File: config.mk
export PLATFORM = sky130hd
export DESIGN_NAME = hhsp_front
export DESIGN_NICKNAME = d
export VERILOG_FILES = /design/src/rtl/core/hhsp_pkg.sv /design/src/rtl/core/hhsp_front.sv
export SDC_FILE = /design/constraint.sdc
export NUM_CORES = 1
export LEC_CHECK = 0
export BUFFER_PORTS_ARGS = -buffer_cell sky130_fd_sc_hd__buf_2
export CELL_PAD_IN_SITES_DETAIL_PLACEMENT = 0
export CELL_PAD_IN_SITES_GLOBAL_PLACEMENT = 1
export CORE_MARGIN = 5
export CORE_UTILIZATION = 40
export CTS_CLUSTER_DIAMETER = 50
export DETAILED_ROUTE_END_ITERATION = 6
export PLACE_DENSITY_LB_ADDON = 0.08
export SETUP_SLACK_MARGIN = 0.2
export SYNTH_ARGS = -nofsm -noshare
export SYNTH_HDL_FRONTEND = slang
export SYNTH_SLANG_ARGS = --single-unit
File: constraint.sdc
create_clock -name clk -period 1.8 [get_ports clk]
set_clock_uncertainty 0.15 [all_clocks]
set_input_delay 0.27 -clock clk [delete_from_list [all_inputs] [get_ports clk]]
set_output_delay 0.27 -clock clk [all_outputs]
set_load 0.05 [all_outputs]
File: src/rtl/core/hhsp_pkg.sv
package hhsp_pkg;

  localparam int WIN = 14;

  typedef enum logic [2:0] {
    PH_FIRST  = 3'd0,
    PH_HEADER = 3'd1,
    PH_BODY   = 3'd2,
    PH_DONE   = 3'd3,
    PH_FAILED = 3'd4
  } phase_t;

  typedef enum logic [1:0] {
    VS_SKIP = 2'd0,
    VS_POS  = 2'd1,
    VS_NEG  = 2'd2,
    VS_STOP = 2'd3
  } vscan_t;

  localparam logic [1:0] ST_PARSING = 2'd0;
  localparam logic [1:0] ST_DONE    = 2'd1;
  localparam logic [1:0] ST_FAILED  = 2'd2;

  localparam logic [2:0] M_UNKNOWN = 3'd0;
  localparam logic [2:0] M_GET     = 3'd1;
  localparam logic [2:0] M_RESP    = 3'd2;
  localparam logic [2:0] M_POST    = 3'd3;
  localparam logic [2:0] M_PUT     = 3'd4;

  localparam logic [7:0] CH_CR    = 8'h0d;
  localparam logic [7:0] CH_LF    = 8'h0a;
  localparam logic [7:0] CH_COLON = 8'h3a;

  typedef struct packed {
    logic [7:0] data_byte;
    logic       end_of_data;
  } beat_t;

  typedef logic [WIN-1:0][7:0] window_t;

  // true when the last len-1 window bytes plus b spell s (s right aligned, ascii)
  function automatic logic ends_with(input window_t w, input logic [7:0] b,
                                     input logic [8*14-1:0] s, input int len);
    logic ok;
    ok = (s[7:0] == b);
    for (int k = 1; k < 14; k++) begin
      if (k < len && s[8*k +: 8] != w[WIN-k]) ok = 1'b0;
    end
    return ok;
  endfunction

endpackage

File: src/rtl/core/hhsp_front.sv
module hhsp_front (
  input  logic           clk,
  input  logic           rst_n,
  input  logic           in_valid,
  output logic           in_stall,
  input  logic [7:0]     in_data_byte,
  input  logic           in_end_of_data,
  output logic           q_valid,
  input  logic           q_pop,
  output hhsp_pkg::beat_t q_beat
);
  import hhsp_pkg::*;

  // two-entry queue between input port and parser
  beat_t      mem_r [2];
  logic       wp_r, rp_r;
  logic [1:0] cnt_r;
  logic       push;

  assign in_stall = (cnt_r == 2'd2);
  assign push     = in_valid && !in_stall;
  assign q_valid  = (cnt_r != 2'd0);
  assign q_beat   = mem_r[rp_r];

  always_ff @(posedge clk) begin
    if (push) mem_r[wp_r] <= '{data_byte: in_data_byte, end_of_data: in_end_of_data};
  end

  always_ff @(posedge clk) begin
    if (!rst_n) begin
      wp_r  <= 1'b0;
      rp_r  <= 1'b0;
      cnt_r <= 2'd0;
    end else begin
      if (push) wp_r <= ~wp_r;
      if (q_pop) rp_r <= ~rp_r;
      cnt_r <= cnt_r + {1'b0, push} - {1'b0, q_pop};
    end
  end
endmodule

==> flow_metrics.env <==
export IMPL_status="finished clean"
export IMPL_yosysTopAreaCellShare_pct=61.9
export IMPL_critPathKind="flip-flop to primary output"
export IMPL_drc_errors=0
export IMPL_drt_iter0_drc=4
export IMPL_hpwl_microns=919
export IMPL_antenna_cells=0
export IMPL_ys_ff_latch=23
export IMPL_gr_usage_all_layers_pct=9.89
export IMPL_tightest_slew_ns=0.425
export IMPL_slew_headroom_pct=71.6
export IMPL_fillCellCount=164
export IMPL_setup_viol=0
export IMPL_cts_buffers=3
export IMPL_ant_nets=0
export IMPL_syn_nets=68
export IMPL_clkSinkCount=23
export IMPL_p_leak_nw=0.577
export IMPL_end_kind="primary output"
export IMPL_fin_crit_sh_pct=92.8
export IMPL_grt_pass1_wl_microns=2430
export IMPL_vias=539
export IMPL_fmax_mhz=599
export IMPL_antenna_found_initial=0
export IMPL_cts_tree="done"
export IMPL_critPathMaxFanout=6
export IMPL_cp_arrival_ns=1.25
export IMPL_synth_area_leader_cell="edfxtp_1"
export IMPL_cts_buffer_depth=2
export IMPL_synth_area_top_cells="edfxtp_1, mux2_2, dfxtp_1"
export IMPL_chipWidth_microns=56.7
export IMPL_synth_avg_cell_area_sq_um=16.5
export IMPL_grt_pass1_vias=583
export IMPL_yosys_warnings=0
export IMPL_fp_dieH_microns=56.7
export IMPL_area_delta_synth_final_pct=56.7
export IMPL_grt_overflow=0
export IMPL_setup_tns_ns=0
export IMPL_power_density_nw_per_um2=1210
export IMPL_wirelength_microns=1470
export IMPL_grt_max_degree=14
export IMPL_clkTransAtPathRegs_ns=0.12
export IMPL_start_kind="flip-flop"
export IMPL_cts_root_buf="clkbuf_4"
export IMPL_htreeDepth=1
export IMPL_routedWlPerCell_microns=12.0
export IMPL_final_core_util_pct=63.7
export IMPL_drive_gt1_share_pct=55.3
export IMPL_synth_cell_types=15
export IMPL_slowest_delay_ns=0.35
export IMPL_finalCriticalPeriod_ns=1.67
export IMPL_seq_area_frac_synth_pct=73.4
export IMPL_routed_via_density=4.42
export IMPL_layout_nets=110
export IMPL_drt_pass1_iterations=2
export IMPL_initial_core_util_pct=40.7
export IMPL_synth_area_sq_um=873
export IMPL_core_sq_um=2150
export IMPL_drv_slew=0
export IMPL_multiInputGateArea_sq_um=298
export IMPL_rows=17
export IMPL_cp_required_ns=1.38
export IMPL_drv_cap=0
export IMPL_insertion_delay_ns=0.29
export IMPL_finalHoldViolations=0
export IMPL_synthCells=53
export IMPL_hold_class="input pin to flip-flop"
export IMPL_buffer_ports_inserted=23
export IMPL_grt_setup_unrepaired="yes"
export IMPL_crit_chain="buf_6 > mux2_4 > buf_8"
export IMPL_slowest_stage="dfxtp_2"
export IMPL_pin_count=24
export IMPL_gp_congestion=0.662
export IMPL_regArea_sq_um=647
export IMPL_max_vdd_ir_drop_mv=0.888
export IMPL_die_area_sq_um=3220
==> metal layers <==
metal  wire length (microns)  GRT usage (%)  up-vias  part of all wire, %
met1                     579           11.0      258                   39
li1                        -              -      269                    -
met4                       0           4.07        0                    0
met2                     815           17.8       12                   56
met3                      73           2.30        0                  5.0
met5                       0              0        -                    0
==> layout by cell type (no fill, tap or decap), types with 3 or more instances in the layout <==
| cell type | synthesis | final |
|---|---|---|
| buf_2 | 1 | 13 |
| buf_4 | 0 | 5 |
| buf_8 | 0 | 9 |
| clkbuf_4 | 0 | 3 |
| dlygate4sd3_1 | 0 | 9 |
| edfxtp_1 | 18 | 18 |
| mux2_4 | 0 | 9 |
| nor2_1 | 4 | 4 |
==> cell families (layout without fill, tap and decap cells) <==
kind of cell             count (synthesis)  in the layout  synth area share [%]
flip-flops                              23             23                  73.4
AND/OR/NAND/NOR                         11             11                  6.16
multiplexers                            10             10                  12.8
buffers and inverters                    4             45                  1.86
XOR/XNOR                                 3              3                  3.01
adder cells (fa/ha/maj)                  2              2                  2.86
==> per-stage QoR <==
stage | hold slack [ns] | instances | area, sq um | total power, mW | setup WS, ns
floorplan | 0.219 | 53 | 873 | 1.09 | 0.205
CTS | 0.000137 | 120 | 1330 | 1.61 | 0.104
global route | 0.0656 | 122 | 1370 | 1.76 | 0.0646
global placement | 0.307 | 106 | 1040 | 1.20 | 0.153
finish | 0.0709 | 122 | 1370 | 1.66 | 0.130
detailed placement | 0.312 | 106 | 1040 | 1.20 | 0.121
==> final cells by class <==
type / instances / share of cell area [%]
Timing Repair Buffer: 38 / 25.6
Clock inverter: 1 / 0.366
Multi-Input combinational cell: 26 / 21.8
Sequential cell: 23 / 47.3
Tap cell: 28 / 2.56
Inverter: 3 / 0.823
Clock buffer: 3 / 1.65
==> power breakdown <==
group	internal, mW	switching, mW
Sequential	0.677	0.0350
Combinational	0.336	0.393
Clock	0.0826	0.138
Total	1.10	0.567
==> final timing paths <==
path	from	slack, ns	cells after the start	end
worst max-delay path	flip-flop	0.13	3	q_beat[1]
worst min-delay path	rst_n	0.07	2	cnt_r[0]
worst max register to register	cnt_r[0]	0.25	8	cnt_r[1]
worst min register to register	wp_r	0.35	2	wp_r
==> repair_timing <==
item / CTS / global route
setup endpoints to repair: 10 / 11
hold buffers: 8 / 1
hold endpoints to repair: 16 / 2
pin swaps: 4 / 5
gates resized for setup: 45 / 7
buffers inserted: 2 / 1
==> worst max-delay path, delay by kind of cell, from the launching register on <==
kind,cells,cell delay [ns]
buffers and inverters,2,0.29
DFF,1,0.35
muxes,1,0.31
==> state kept, by name, indices dropped and copies added (netlist names), named ones only <==
signal	count
cnt_r	2
mem_r	18
rp_r	1
wp_r	1
==> Yosys cell counts <==
cell type / count
buf_2: 1
mux2_2: 9
edfxtp_1: 18
ha_1: 2
nand2_1: 2
dfxtp_1: 5
and3_1: 1
nand2b_1: 2
or2_2: 1
xnor2_1: 2
mux2i_1: 1
and2_1: 1
nor2_1: 4
xor2_1: 1
inv_1: 3
(Power assumes the default switching activity.)
